## config.mk

```make
export PLATFORM = sky130hd
export DESIGN_NAME = sntp_time_line_parser
export DESIGN_NICKNAME = d
export VERILOG_FILES = /design/src/rtl/stlp_pkg.sv /design/src/rtl/sntp_time_line_parser.sv
export SDC_FILE = /design/constraint.sdc
export NUM_CORES = 1
export LEC_CHECK = 0
export BUFFER_PORTS_ARGS = -buffer_cell sky130_fd_sc_hd__clkbuf_2
export CAP_MARGIN = 20
export CORE_MARGIN = 3
export CORE_UTILIZATION = 29
export CTS_CLUSTER_DIAMETER = 50
export DETAILED_ROUTE_END_ITERATION = 10
export GPL_ROUTABILITY_DRIVEN = 0
export GPL_TIMING_DRIVEN = 0
export HOLD_SLACK_MARGIN = 0.08
export PLACE_DENSITY = 0.54
export SKIP_CTS_REPAIR_TIMING = 1
export SYNTH_ARGS = -nofsm -noshare
export SYNTH_HDL_FRONTEND = slang
export SYNTH_SLANG_ARGS = --single-unit
```

## constraint.sdc

```tcl
create_clock -name clk -period 5.25 [get_ports clk]
set_input_delay 0.525 -clock clk [delete_from_list [all_inputs] [get_ports clk]]
set_output_delay 0.525 -clock clk [all_outputs]
set_load 0.02 [all_outputs]
```

## src/rtl/stlp_pkg.sv

```systemverilog
// ----------------------------------------------------------------------------
// stlp_pkg
// Types, constants and lookup functions for the SNTP time line parser.
// ----------------------------------------------------------------------------
`default_nettype none

package stlp_pkg;

  localparam int PrefixLen = 13;
  localparam int PosW      = $clog2(PrefixLen + 1);

  // Parse phases; number phases come in start/body pairs, day first.
  typedef enum logic [3:0] {
    PH_SEARCH   = 4'd0,
    PH_WD       = 4'd1,
    PH_MO       = 4'd2,
    PH_D_START  = 4'd3,
    PH_D_BODY   = 4'd4,
    PH_H_START  = 4'd5,
    PH_H_BODY   = 4'd6,
    PH_MI_START = 4'd7,
    PH_MI_BODY  = 4'd8,
    PH_S_START  = 4'd9,
    PH_S_BODY   = 4'd10,
    PH_Y_START  = 4'd11,
    PH_Y_BODY   = 4'd12,
    PH_DONE     = 4'd13,
    PH_FAIL     = 4'd14
  } phase_t;

  typedef enum logic [1:0] {
    ST_OK        = 2'd0,
    ST_NO_PREFIX = 2'd1,
    ST_MISMATCH  = 2'd2
  } status_t;

  localparam logic [7:0] PREFIX_TEXT [PrefixLen] = '{
    8'h2B, 8'h43, 8'h49, 8'h50, 8'h53, 8'h4E, 8'h54,
    8'h50, 8'h54, 8'h49, 8'h4D, 8'h45, 8'h3A
  };

  localparam logic [23:0] DAY_NAMES [7] = '{
    24'h4D6F6E, 24'h547565, 24'h576564, 24'h546875,
    24'h467269, 24'h536174, 24'h53756E
  };

  localparam logic [23:0] MON_NAMES [12] = '{
    24'h4A616E, 24'h466562, 24'h4D6172, 24'h417072,
    24'h4D6179, 24'h4A756E, 24'h4A756C, 24'h417567,
    24'h536570, 24'h4F6374, 24'h4E6F76, 24'h446563
  };

  localparam logic [7:0] CH_PLUS  = 8'h2B;
  localparam logic [7:0] CH_MINUS = 8'h2D;
  localparam logic [7:0] CH_COLON = 8'h3A;
  localparam logic [7:0] CH_ZERO  = 8'h30;
  localparam logic [7:0] CH_NINE  = 8'h39;

  localparam logic [31:0] SatLimit = 32'd429496729;

  function automatic logic is_ws(input logic [7:0] c);
    return (c == 8'h20) || ((c >= 8'h09) && (c <= 8'h0D));
  endfunction

  function automatic logic is_digit(input logic [7:0] c);
    return (c >= CH_ZERO) && (c <= CH_NINE);
  endfunction

  function automatic logic is_num_start(input phase_t p);
    return (p == PH_D_START) || (p == PH_H_START) || (p == PH_MI_START) ||
           (p == PH_S_START) || (p == PH_Y_START);
  endfunction

  function automatic logic is_num_body(input phase_t p);
    return (p == PH_D_BODY) || (p == PH_H_BODY) || (p == PH_MI_BODY) ||
           (p == PH_S_BODY) || (p == PH_Y_BODY);
  endfunction

  // Unknown weekday reads as Monday.
  function automatic logic [2:0] weekday_code(input logic [23:0] w);
    logic [2:0] code;
    code = 3'd1;
    for (int i = 6; i >= 0; i--) begin
      if (w == DAY_NAMES[i]) begin
        code = 3'(i + 1);
      end
    end
    return code;
  endfunction

  // Unknown month reads as zero.
  function automatic logic [3:0] month_code(input logic [23:0] w);
    logic [3:0] code;
    code = 4'd0;
    for (int i = 11; i >= 0; i--) begin
      if (w == MON_NAMES[i]) begin
        code = 4'(i + 1);
      end
    end
    return code;
  endfunction

endpackage

`default_nettype wire

```

## src/rtl/sntp_time_line_parser.sv

```systemverilog
// ----------------------------------------------------------------------------
// sntp_time_line_parser
// Streams a modem response and extracts the SNTP date and time fields.
// ----------------------------------------------------------------------------
// Takes one byte per cycle. Every byte is handled in the cycle it is
// accepted, by the parse state registers; the item flagged last_byte
// produces one result in the output register on the next cycle, and the
// parser is back in its reset state for the next response right away.
// Ordinary bytes keep flowing while a result waits; only a last byte is
// held off (in_stall) while the previous result has not yet been taken.
// The first "+CIPSNTPTIME:" is searched for, then the weekday word, the
// month word, day, hour:minute:second and year are read. A zero byte
// ends the text. Status 0 is ok, 1 no prefix, 2 format mismatch; on a
// failure all other result fields are zero.
`default_nettype none

module sntp_time_line_parser
  import stlp_pkg::*;
(
  input  wire logic        clk,
  input  wire logic        rst_n,

  input  wire logic        in_valid,
  output logic             in_stall,
  input  wire logic [7:0]  in_data_byte,
  input  wire logic        in_last_byte,

  output logic             out_valid,
  input  wire logic        out_stall,
  output logic [1:0]       out_status,
  output logic [2:0]       out_weekday,
  output logic [3:0]       out_month,
  output logic [7:0]       out_day,
  output logic [7:0]       out_hour,
  output logic [7:0]       out_minute,
  output logic [7:0]       out_second,
  output logic [15:0]      out_year
);

  // Parse state
  phase_t            phase_r, phase_nxt;
  logic [PosW-1:0]   pos_r, pos_nxt;
  logic [23:0]       wd_chars_r, wd_chars_nxt;
  logic [23:0]       mo_chars_r, mo_chars_nxt;
  logic [1:0]        word_len_r, word_len_nxt;
  logic [31:0]       acc_r, acc_nxt;
  logic              neg_r, neg_nxt;
  logic              seen_r, seen_nxt;
  logic [7:0]        held_r [4];
  logic [7:0]        held_nxt [4];
  logic              ended_r, ended_nxt;

  // Result register
  logic              out_valid_r, out_valid_nxt;
  logic [1:0]        status_r, status_nxt;
  logic [2:0]        weekday_r, weekday_nxt;
  logic [3:0]        month_r, month_nxt;
  logic [7:0]        day_r, day_nxt;
  logic [7:0]        hour_r, hour_nxt;
  logic [7:0]        minute_r, minute_nxt;
  logic [7:0]        second_r, second_nxt;
  logic [15:0]       year_r, year_nxt;

  logic in_acc;
  logic last_acc;

  assign in_stall = out_valid_r & out_stall & in_last_byte;
  assign in_acc   = in_valid & ~in_stall;
  assign last_acc = in_acc & in_last_byte;

  // --------------------------------------------------------------------------
  // Next parse state
  // --------------------------------------------------------------------------
  always_comb begin
    logic [7:0]      c;
    logic [3:0]      d;
    logic            bytes_go;
    logic            redo;
    logic            start_go;
    logic [PosW-1:0] pos_inc;
    logic [3:0]      rel;
    logic [7:0]      val8;

    c        = in_data_byte;
    d        = 4'(c - CH_ZERO);
    bytes_go = in_acc & ~ended_r & (c != 8'h00);
    redo     = 1'b0;
    pos_inc  = '0;
    rel      = 4'(phase_r) - 4'(PH_D_START);
    val8     = neg_r ? (8'h00 - acc_r[7:0]) : acc_r[7:0];

    phase_nxt    = phase_r;
    pos_nxt      = pos_r;
    wd_chars_nxt = wd_chars_r;
    mo_chars_nxt = mo_chars_r;
    word_len_nxt = word_len_r;
    acc_nxt      = acc_r;
    neg_nxt      = neg_r;
    seen_nxt     = seen_r;
    held_nxt     = held_r;
    ended_nxt    = ended_r;

    if (in_acc && !ended_r && (c == 8'h00)) begin
      ended_nxt = 1'b1;
    end

    // first pass: everything but the start of a number
    if (bytes_go) begin
      unique case (phase_r)
        PH_SEARCH: begin
          if (c == PREFIX_TEXT[pos_r]) begin
            pos_inc = pos_r + 1'b1;
          end else begin
            pos_inc = (c == CH_PLUS) ? PosW'(1) : '0;
          end
          if (pos_inc == PosW'(PrefixLen)) begin
            pos_nxt      = '0;
            word_len_nxt = '0;
            phase_nxt    = PH_WD;
          end else begin
            pos_nxt = pos_inc;
          end
        end
        PH_WD, PH_MO: begin
          if (is_ws(c)) begin
            if (word_len_r != 2'd0) begin
              word_len_nxt = '0;
              phase_nxt    = phase_t'(4'(phase_r) + 4'd1);
            end
          end else begin
            if (phase_r == PH_WD) begin
              wd_chars_nxt = {wd_chars_r[15:0], c};
            end else begin
              mo_chars_nxt = {mo_chars_r[15:0], c};
            end
            if (word_len_r == 2'd2) begin
              word_len_nxt = '0;
              phase_nxt    = phase_t'(4'(phase_r) + 4'd1);
            end else begin
              word_len_nxt = word_len_r + 2'd1;
            end
          end
        end
        PH_D_START, PH_H_START, PH_MI_START, PH_S_START, PH_Y_START,
        PH_DONE, PH_FAIL: begin
        end
        PH_D_BODY, PH_H_BODY, PH_MI_BODY, PH_S_BODY, PH_Y_BODY: begin
          if (is_digit(c)) begin
            if ((acc_r > SatLimit) || ((acc_r == SatLimit) && (d > 4'd5))) begin
              acc_nxt = '1;
              neg_nxt = 1'b0;
            end else begin
              acc_nxt = (acc_r << 3) + (acc_r << 1) + 32'(d);
            end
            seen_nxt = 1'b1;
          end else if (!seen_r) begin
            phase_nxt = PH_FAIL;
          end else if (phase_r == PH_Y_BODY) begin
            // year keeps its sign; it is applied when the result is built
            phase_nxt = PH_DONE;
          end else begin
            held_nxt[rel[2:1]] = val8;
            if ((phase_r == PH_H_BODY) || (phase_r == PH_MI_BODY)) begin
              phase_nxt = (c == CH_COLON) ? phase_t'(4'(phase_r) + 4'd1) : PH_FAIL;
            end else begin
              // day and second: hand the same byte to the next number
              phase_nxt = phase_t'(4'(phase_r) + 4'd1);
              redo      = 1'b1;
            end
          end
        end
        default: begin
          phase_nxt = PH_FAIL;
        end
      endcase
    end

    // second pass: start of a number
    start_go = bytes_go & (is_num_start(phase_r) | redo);
    if (start_go && !is_ws(c)) begin
      acc_nxt  = '0;
      neg_nxt  = 1'b0;
      seen_nxt = 1'b0;
      if ((c == CH_PLUS) || (c == CH_MINUS)) begin
        neg_nxt   = (c == CH_MINUS);
        phase_nxt = phase_t'(4'(phase_nxt) + 4'd1);
      end else if (is_digit(c)) begin
        acc_nxt   = 32'(d);
        seen_nxt  = 1'b1;
        phase_nxt = phase_t'(4'(phase_nxt) + 4'd1);
      end else begin
        phase_nxt = PH_FAIL;
      end
    end

    // end of text: zero byte or last byte
    if ((in_acc && !ended_r && (c == 8'h00)) || last_acc) begin
      if ((phase_nxt == PH_Y_BODY) && seen_nxt) begin
        phase_nxt = PH_DONE;
      end else if ((phase_nxt != PH_SEARCH) && (phase_nxt != PH_DONE)) begin
        phase_nxt = PH_FAIL;
      end
    end
  end

  // --------------------------------------------------------------------------
  // Result
  // --------------------------------------------------------------------------
  always_comb begin
    out_valid_nxt = out_valid_r & out_stall;
    status_nxt    = status_r;
    weekday_nxt   = weekday_r;
    month_nxt     = month_r;
    day_nxt       = day_r;
    hour_nxt      = hour_r;
    minute_nxt    = minute_r;
    second_nxt    = second_r;
    year_nxt      = year_r;

    if (last_acc) begin
      out_valid_nxt = 1'b1;
      weekday_nxt   = '0;
      month_nxt     = '0;
      day_nxt       = '0;
      hour_nxt      = '0;
      minute_nxt    = '0;
      second_nxt    = '0;
      year_nxt      = '0;
      if (phase_nxt == PH_SEARCH) begin
        status_nxt = ST_NO_PREFIX;
      end else if (phase_nxt != PH_DONE) begin
        status_nxt = ST_MISMATCH;
      end else begin
        status_nxt  = ST_OK;
        weekday_nxt = weekday_code(wd_chars_r);
        month_nxt   = month_code(mo_chars_r);
        day_nxt     = held_r[0];
        hour_nxt    = held_r[1];
        minute_nxt  = held_r[2];
        second_nxt  = held_r[3];
        year_nxt    = neg_nxt ? (16'h0000 - acc_nxt[15:0]) : acc_nxt[15:0];
      end
    end
  end

  always_ff @(posedge clk) begin
    if (!rst_n || last_acc) begin
      phase_r    <= PH_SEARCH;
      pos_r      <= '0;
      wd_chars_r <= '0;
      mo_chars_r <= '0;
      word_len_r <= '0;
      acc_r      <= '0;
      neg_r      <= 1'b0;
      seen_r     <= 1'b0;
      ended_r    <= 1'b0;
      for (int i = 0; i < 4; i++) begin
        held_r[i] <= '0;
      end
    end else begin
      phase_r    <= phase_nxt;
      pos_r      <= pos_nxt;
      wd_chars_r <= wd_chars_nxt;
      mo_chars_r <= mo_chars_nxt;
      word_len_r <= word_len_nxt;
      acc_r      <= acc_nxt;
      neg_r      <= neg_nxt;
      seen_r     <= seen_nxt;
      ended_r    <= ended_nxt;
      held_r     <= held_nxt;
    end
  end

  always_ff @(posedge clk) begin
    if (!rst_n) begin
      out_valid_r <= 1'b0;
    end else begin
      out_valid_r <= out_valid_nxt;
    end
  end

  always_ff @(posedge clk) begin
    status_r  <= status_nxt;
    weekday_r <= weekday_nxt;
    month_r   <= month_nxt;
    day_r     <= day_nxt;
    hour_r    <= hour_nxt;
    minute_r  <= minute_nxt;
    second_r  <= second_nxt;
    year_r    <= year_nxt;
  end

  assign out_valid   = out_valid_r;
  assign out_status  = status_r;
  assign out_weekday = weekday_r;
  assign out_month   = month_r;
  assign out_day     = day_r;
  assign out_hour    = hour_r;
  assign out_minute  = minute_r;
  assign out_second  = second_r;
  assign out_year    = year_r;

endmodule

`default_nettype wire

```

==> out/results.ini, run 1 <==
[synthesis]
synth.area.top_cells = dfxtp_1 24%, edfxtp_1 16%, ha_1 8.1%
yosys.cell_types.count = 77
synth_top_area_share_pct = 23.6
yosysWarnings = 0
synth_adder_area_share_pct = 8.55
synth_top_family_by_area = simple AND/OR/NAND/NOR gates
synth_edf_count = 57
synthMuxAreaShare_pct = 2.92
synth_compound_area_share_pct = 16.8
synth_cells = 1211
synth_seq_cells = 183
synth_area_um2 = 10700
synthesis.nets = 1295
avgSynthCellArea_um2 = 8.82
synth_flop_cell = dfxtp_1
async_flop_share_pct = 0
synth_xor_area_share_pct = 4.43
synth_top_area_cell = dfxtp_1
synth_seq_area_share_pct = 39.6
synthSimpleGateAreaFrac_pct = 24.8

[placed_design]
hpwl_mm = 21.7
portBuffers = 69

[clock_tree]
cts_sinks = 183
cts_max_level = 4
cts_buffer_depth = 2
cts_tree = done
cts_buffers = 17
cts_root_buffer = clkbuf_16
clk_latency_ns = 0.45
cts.clk_slew.worst_paths_ns = 0.08

[worst_hold_path]
hold_start = rst_n
hold_depth = 2
hold_path_class = primary input to register

[sta]
setup_violations = 0
skew_ns = 0.0159
rsz0062_at_grt = false
fin_tns_setup_ns = 0
maxSlewHeadroom_pct = 30.8
fin_crit_sh_pct = 90.8
hold_viol = 0
layout_min_cycle_time_ns = 4.77
worstMarginPinSlew_ns = 1.02
max_freq_mhz = 210
slew_violations = 0

[critical_path]
crit_path_cell_trace = and3_1, nor3b_1, nand2_1, or3_1, clkbuf_1, o41ai_1, and2_1, and4_1, a41oi_1, xnor2_1, and2_1
reg2reg_depth = 11
crit_slowest_cell = o41ai_1
worst_ep_arrival_time_ns = 4.98
slowest_delay_ns = 0.98
required_ns = 5.46
crit_fanout = 8
crit_start = out_valid
cp-end-kind = register
critPathLaunchType = register
crit_top_cell = and2_1
r2r_start = out_valid
worst-setup-path-type = register to register

[detailed_routing]
drc = 0
routed_wl_mm = 28.8
vias_per_cell = 5.17
vias = 9175
drt_first_pass_iters = 5
drtIter0Drc = 557
wl_per_cell_um = 16.2
antenna_left = 0

[layout]
antennaDiodeCount = 0
layout_commonest_cell = nor2_1
fin_util_pct = 34.1
drive_gt1_share_pct = 10.6
multi_input_area_um2 = 6150
finalNetCount = 1384
final_cell_mix = 156 x nor2_1, 126 x dfxtp_1, 109 x nand2_1, 102 x a21oi_1
register_area_um2 = 4230
syn_to_final_growth_pct = 14.5
nFillCells = 3730

[global_routing]
grt_pass1_vias = 8761
antenna_found_initial = 2
grt_pass1_wl_mm = 46.5
grt-ovfl-total = 0
grtUsageTotal_pct = 14.8
grt_max_degree = 33

[floorplan]
core_um2 = 35900
rows = 69
die_height_um = 198
io_pins = 72
fp.dieW_um = 198
start_util_pct = 29.8
dieArea_um2 = 39200

[pwr]
powerDensity_nw_per_um2 = 259
peakVddDrop_uv = 174
p_leak_nw = 4.70

[outcome]
status = completed

[job]
cap_violations = 0

worst paths after layout:
kind	end	slack (ns)
min reg2reg	wd_chars_r[23]	0.46
max reg2reg	out_year[15]	0.48
min	out_valid	0.32
max	out_year[15]	0.48
metrics by stage:
| step | total power (W) | cell area, um^2 | setup WS, ns | std cells | hold slack (ns) |
|---|---|---|---|---|---|
| global placement | 0.00186 | 11600 | 0.267 | 1741 | 0.447 |
| floorplan | 0.00176 | 10700 | 1.39 | 1211 | 0.432 |
| detailed placement | 0.00186 | 11600 | 0.287 | 1742 | 0.451 |
| CTS | 0.00320 | 12200 | 0.552 | 1774 | 0.299 |
| finish | 0.00316 | 12200 | 0.484 | 1774 | 0.317 |
| global route | 0.00329 | 12200 | 0.101 | 1774 | 0.300 |
Yosys cell counts, types with 4 or more instances:
master    count
a211oi_1     25
or3b_2        5
o211a_1       4
and4_1        7
nand4b_1      5
and2_1       57
nor3b_1      10
mux2i_1      30
and3_1        8
nor2_1      156
xnor2_1      38
inv_1        23
o31ai_1       8
o221ai_1     10
or2_2         8
clkbuf_1     42
o21bai_1      4
xor2_1       16
a21oi_1     102
nand4_1      16
nor4_1       17
a21o_1        7
edfxtp_1     57
o21ai_0      48
ha_1         69
nor3_1       19
o31a_1        4
o21a_1        9
nand2b_1     15
nand3b_1     10
nor2b_1      10
a311oi_1      4
a31oi_1      11
buf_1         4
buf_2         9
dfxtp_1     126
or3_1        13
nand2_1     109
nand3_1      28
final cells by class:
cell class | instances | area share (%)
Timing Repair Buffer | 70 | 2.99
Tap cell | 461 | 4.71
Clock inverter | 15 | 1.49
Buffer | 55 | 1.78
Sequential cell | 183 | 34.6
Clock buffer | 17 | 3.48
Inverter | 23 | 0.706
Multi-Input combinational cell | 950 | 50.2
critical path: cells and delay by family, from the launching register on:
kind	cells	cell delay, ns
flip-flops	1	0.33
XOR/XNOR	1	0.19
AO/OA/AOI/OAI	2	1.20
buffers and inverters	1	0.25
AND/OR/NAND/NOR	7	2.56
flip-flops by register name, summed over array words and instances (netlist names), 8 cells and up:
signal	count
wd_chars_r	24
mo_chars_r	24
out_second	8
out_minute	8
out_year	16
out_day	8
out_hour	8
acc_r	32
held_r	32
power by group:
group	total [W]	internal [W]	switching (W)
Clock	0.00133	0.000689	0.000643
Combinational	0.000331	0.000105	0.000226
Sequential	0.00150	0.00148	0.0000178
layer usage:
metal,routed length [um],GRT usage (%),vias to the layer above
met5,21,0,-
met4,659,5.22,4
met3,1720,3.16,45
met2,12700,23.5,265
met1,13700,19.9,4264
li1,-,-,4597
cell families after synthesis:
| kind of cell | count (synthesis) |
|---|---|
| AO/OA/AOI/OAI | 278 |
| buffers and inverters | 78 |
| multiplexers | 31 |
| AND/OR/NAND/NOR | 515 |
| flip-flops | 183 |
| XOR/XNOR | 54 |
| adder cells (fa/ha/maj) | 72 |
Note: power is estimated with default switching activity, not from simulation.
==> run 2, diff against run 1 <==
Settings changed: CORE_UTILIZATION 29 to 61, PLACE_DENSITY 0.54 to 0.8.
==> out/results.ini, run 2 (synthesis results as in run 1) <==
[detailed_routing]
vias_per_cell = 6.15  ; +19%
drtIter0Drc = 651  ; +17%
drt_first_pass_iters = 6  ; +1
wl_per_cell_um = 16.8  ; +3.8%
vias = 9437  ; +2.9%
drc = 0  ; unchanged
routed_wl_mm = 25.8  ; -10%
antenna_left = 0  ; unchanged

[sta]
slew_violations = 0  ; unchanged
fin_crit_sh_pct = 89.0  ; -1.8 points
fin_hold_ws_ns = 0.343  ; +0.0258 ns
hold_viol = 0  ; unchanged
fin_tns_setup_ns = 0  ; unchanged
layout_min_cycle_time_ns = 4.67  ; -0.0935 ns
maxSlewHeadroom_pct = 36.0  ; +5.2 points
skew_ns = 0.0100  ; -0.00592 ns
max_freq_mhz = 214  ; +2.0%
worstMarginPinSlew_ns = 0.947  ; -0.0777 ns
rsz0062_at_grt = false
setup_violations = 0  ; unchanged

[critical_path]
critPathLaunchType = register
required_ns = 5.55  ; +0.09 ns
crit_path_cell_trace = inv_1, ha_1, and2_1, o31a_1, a2111o_1, nor4_4, a211oi_1, a211o_1, nor4_2, o221ai_1, a22oi_4, buf_2, o211a_1
crit_slowest_cell = nor4_4
cp-end-kind = register
worst_ep_arrival_time_ns = 4.98  ; about the same
crit_fanout = 11  ; +3
slowest_delay_ns = 0.55  ; -0.43 ns
worst-setup-path-type = register to register

[clock_tree]
cts_sinks = 183  ; unchanged
cts.clk_slew.worst_paths_ns = 0.07  ; about the same
cts_root_buffer = clkbuf_16
cts_buffer_depth = 2  ; unchanged
clk_latency_ns = 0.44  ; about the same
cts_buffers = 17  ; unchanged
cts_max_level = 4  ; unchanged
cts_tree = done

[floorplan]
io_pins = 72  ; unchanged
die_height_um = 138  ; -30%
dieArea_um2 = 19100  ; -51%
core_um2 = 16900  ; -53%
start_util_pct = 63.3  ; +34 points
fp.dieW_um = 138  ; -30%
rows = 47  ; -32%

[layout]
syn_to_final_growth_pct = 11.7
finalNetCount = 1384  ; unchanged
layout_commonest_cell = nor2_1
reg_top3 = acc_r x32, held_r x32
final_cell_mix = 156 x nor2_1, 126 x dfxtp_1, 109 x nand2_1, 102 x a21oi_1
drive_gt1_share_pct = 10.6  ; unchanged
nFillCells = 1285  ; -66%

[job]
cap_violations = 0  ; unchanged

[outcome]
status = completed

[global_routing]
grt-ovfl-total = 0  ; unchanged
grt_pass1_wl_mm = 42.6  ; -8.3%
grtUsageTotal_pct = 26.5  ; +12 points
antenna_found_initial = 0  ; -2
grt_max_degree = 49  ; +48%
grt_pass1_vias = 8602  ; -1.8%

[pwr]
peakVddDrop_uv = 239  ; +38%
p_leak_nw = 4.70  ; about the same
powerDensity_nw_per_um2 = 259  ; +0.36%

[placed_design]
portBuffers = 69  ; unchanged
hpwl_mm = 19.1  ; -12%

[worst_hold_path]
hold_path_class = primary input to register

==> run 2: path summary, 6_finish.rpt <==
| kind | startpoint | cells after the start | slack (ns) | to |
|---|---|---|---|---|
| max reg2reg | pos_r[0] | 13 | 0.58 | out_year[1] |
| min | rst_n | 2 | 0.34 | out_valid |
| min reg2reg | wd_chars_r[22] | 2 | 0.45 | wd_chars_r[22] |
| max | pos_r[0] | 13 | 0.58 | out_year[1] |
==> run 2: power breakdown <==
group | internal, W | leakage (nW) | total (W) | switching (W)
Combinational | 0.000105 | 2.85 | 0.000326 | 0.000221
Clock | 0.000642 | 0.289 | 0.00127 | 0.000628
Sequential | 0.00148 | 1.56 | 0.00150 | 0.0000172
Total | 0.00223 | 4.70 | 0.00310 | 0.000867
==> run 2: final cells by class <==
cell class	instances	area, um^2	share of cell area [%]
Multi-Input combinational cell	950	6150	51.5
Antenna cell	1	2.50	0.0210
Timing Repair Buffer	70	365	3.06
Clock inverter	15	180	1.51
Clock buffer	17	425	3.56
Buffer	55	218	1.82
Sequential cell	183	4230	35.5
Tap cell	220	275	2.31
Inverter	23	86.3	0.723
==> run 2: critical path: cells and delay by family, from the launching register on <==
family          cells  cell delay [ns]
compound gates      7             2.15
buf+inv             2             0.50
simple gates        3             1.10
fa+ha+maj           1             0.27
flops               1             0.51
==> run 2: per-layer routing <==
metal | vias up | share of wire, % | GRT usage, %
met2 | 358 | 45 | 42.4
li1 | 4597 | - | -
met5 | - | 0 | 0
met4 | 0 | 2.6 | 8.27
met3 | 55 | 6.9 | 4.90
met1 | 4427 | 45 | 36.7
==> run 2: through the flow <==
stage,cells,util [%],setup WS [ns],cell area [um^2],power [W]
global route,1533,70.7,0.197,11900,0.00320
detailed placement,1501,67.1,0.638,11300,0.00185
CTS,1533,70.7,0.690,11900,0.00310
finish,1534,70.7,0.578,11900,0.00310
global placement,1500,67.0,0.628,11300,0.00184
floorplan,1211,-,1.39,10700,0.00176
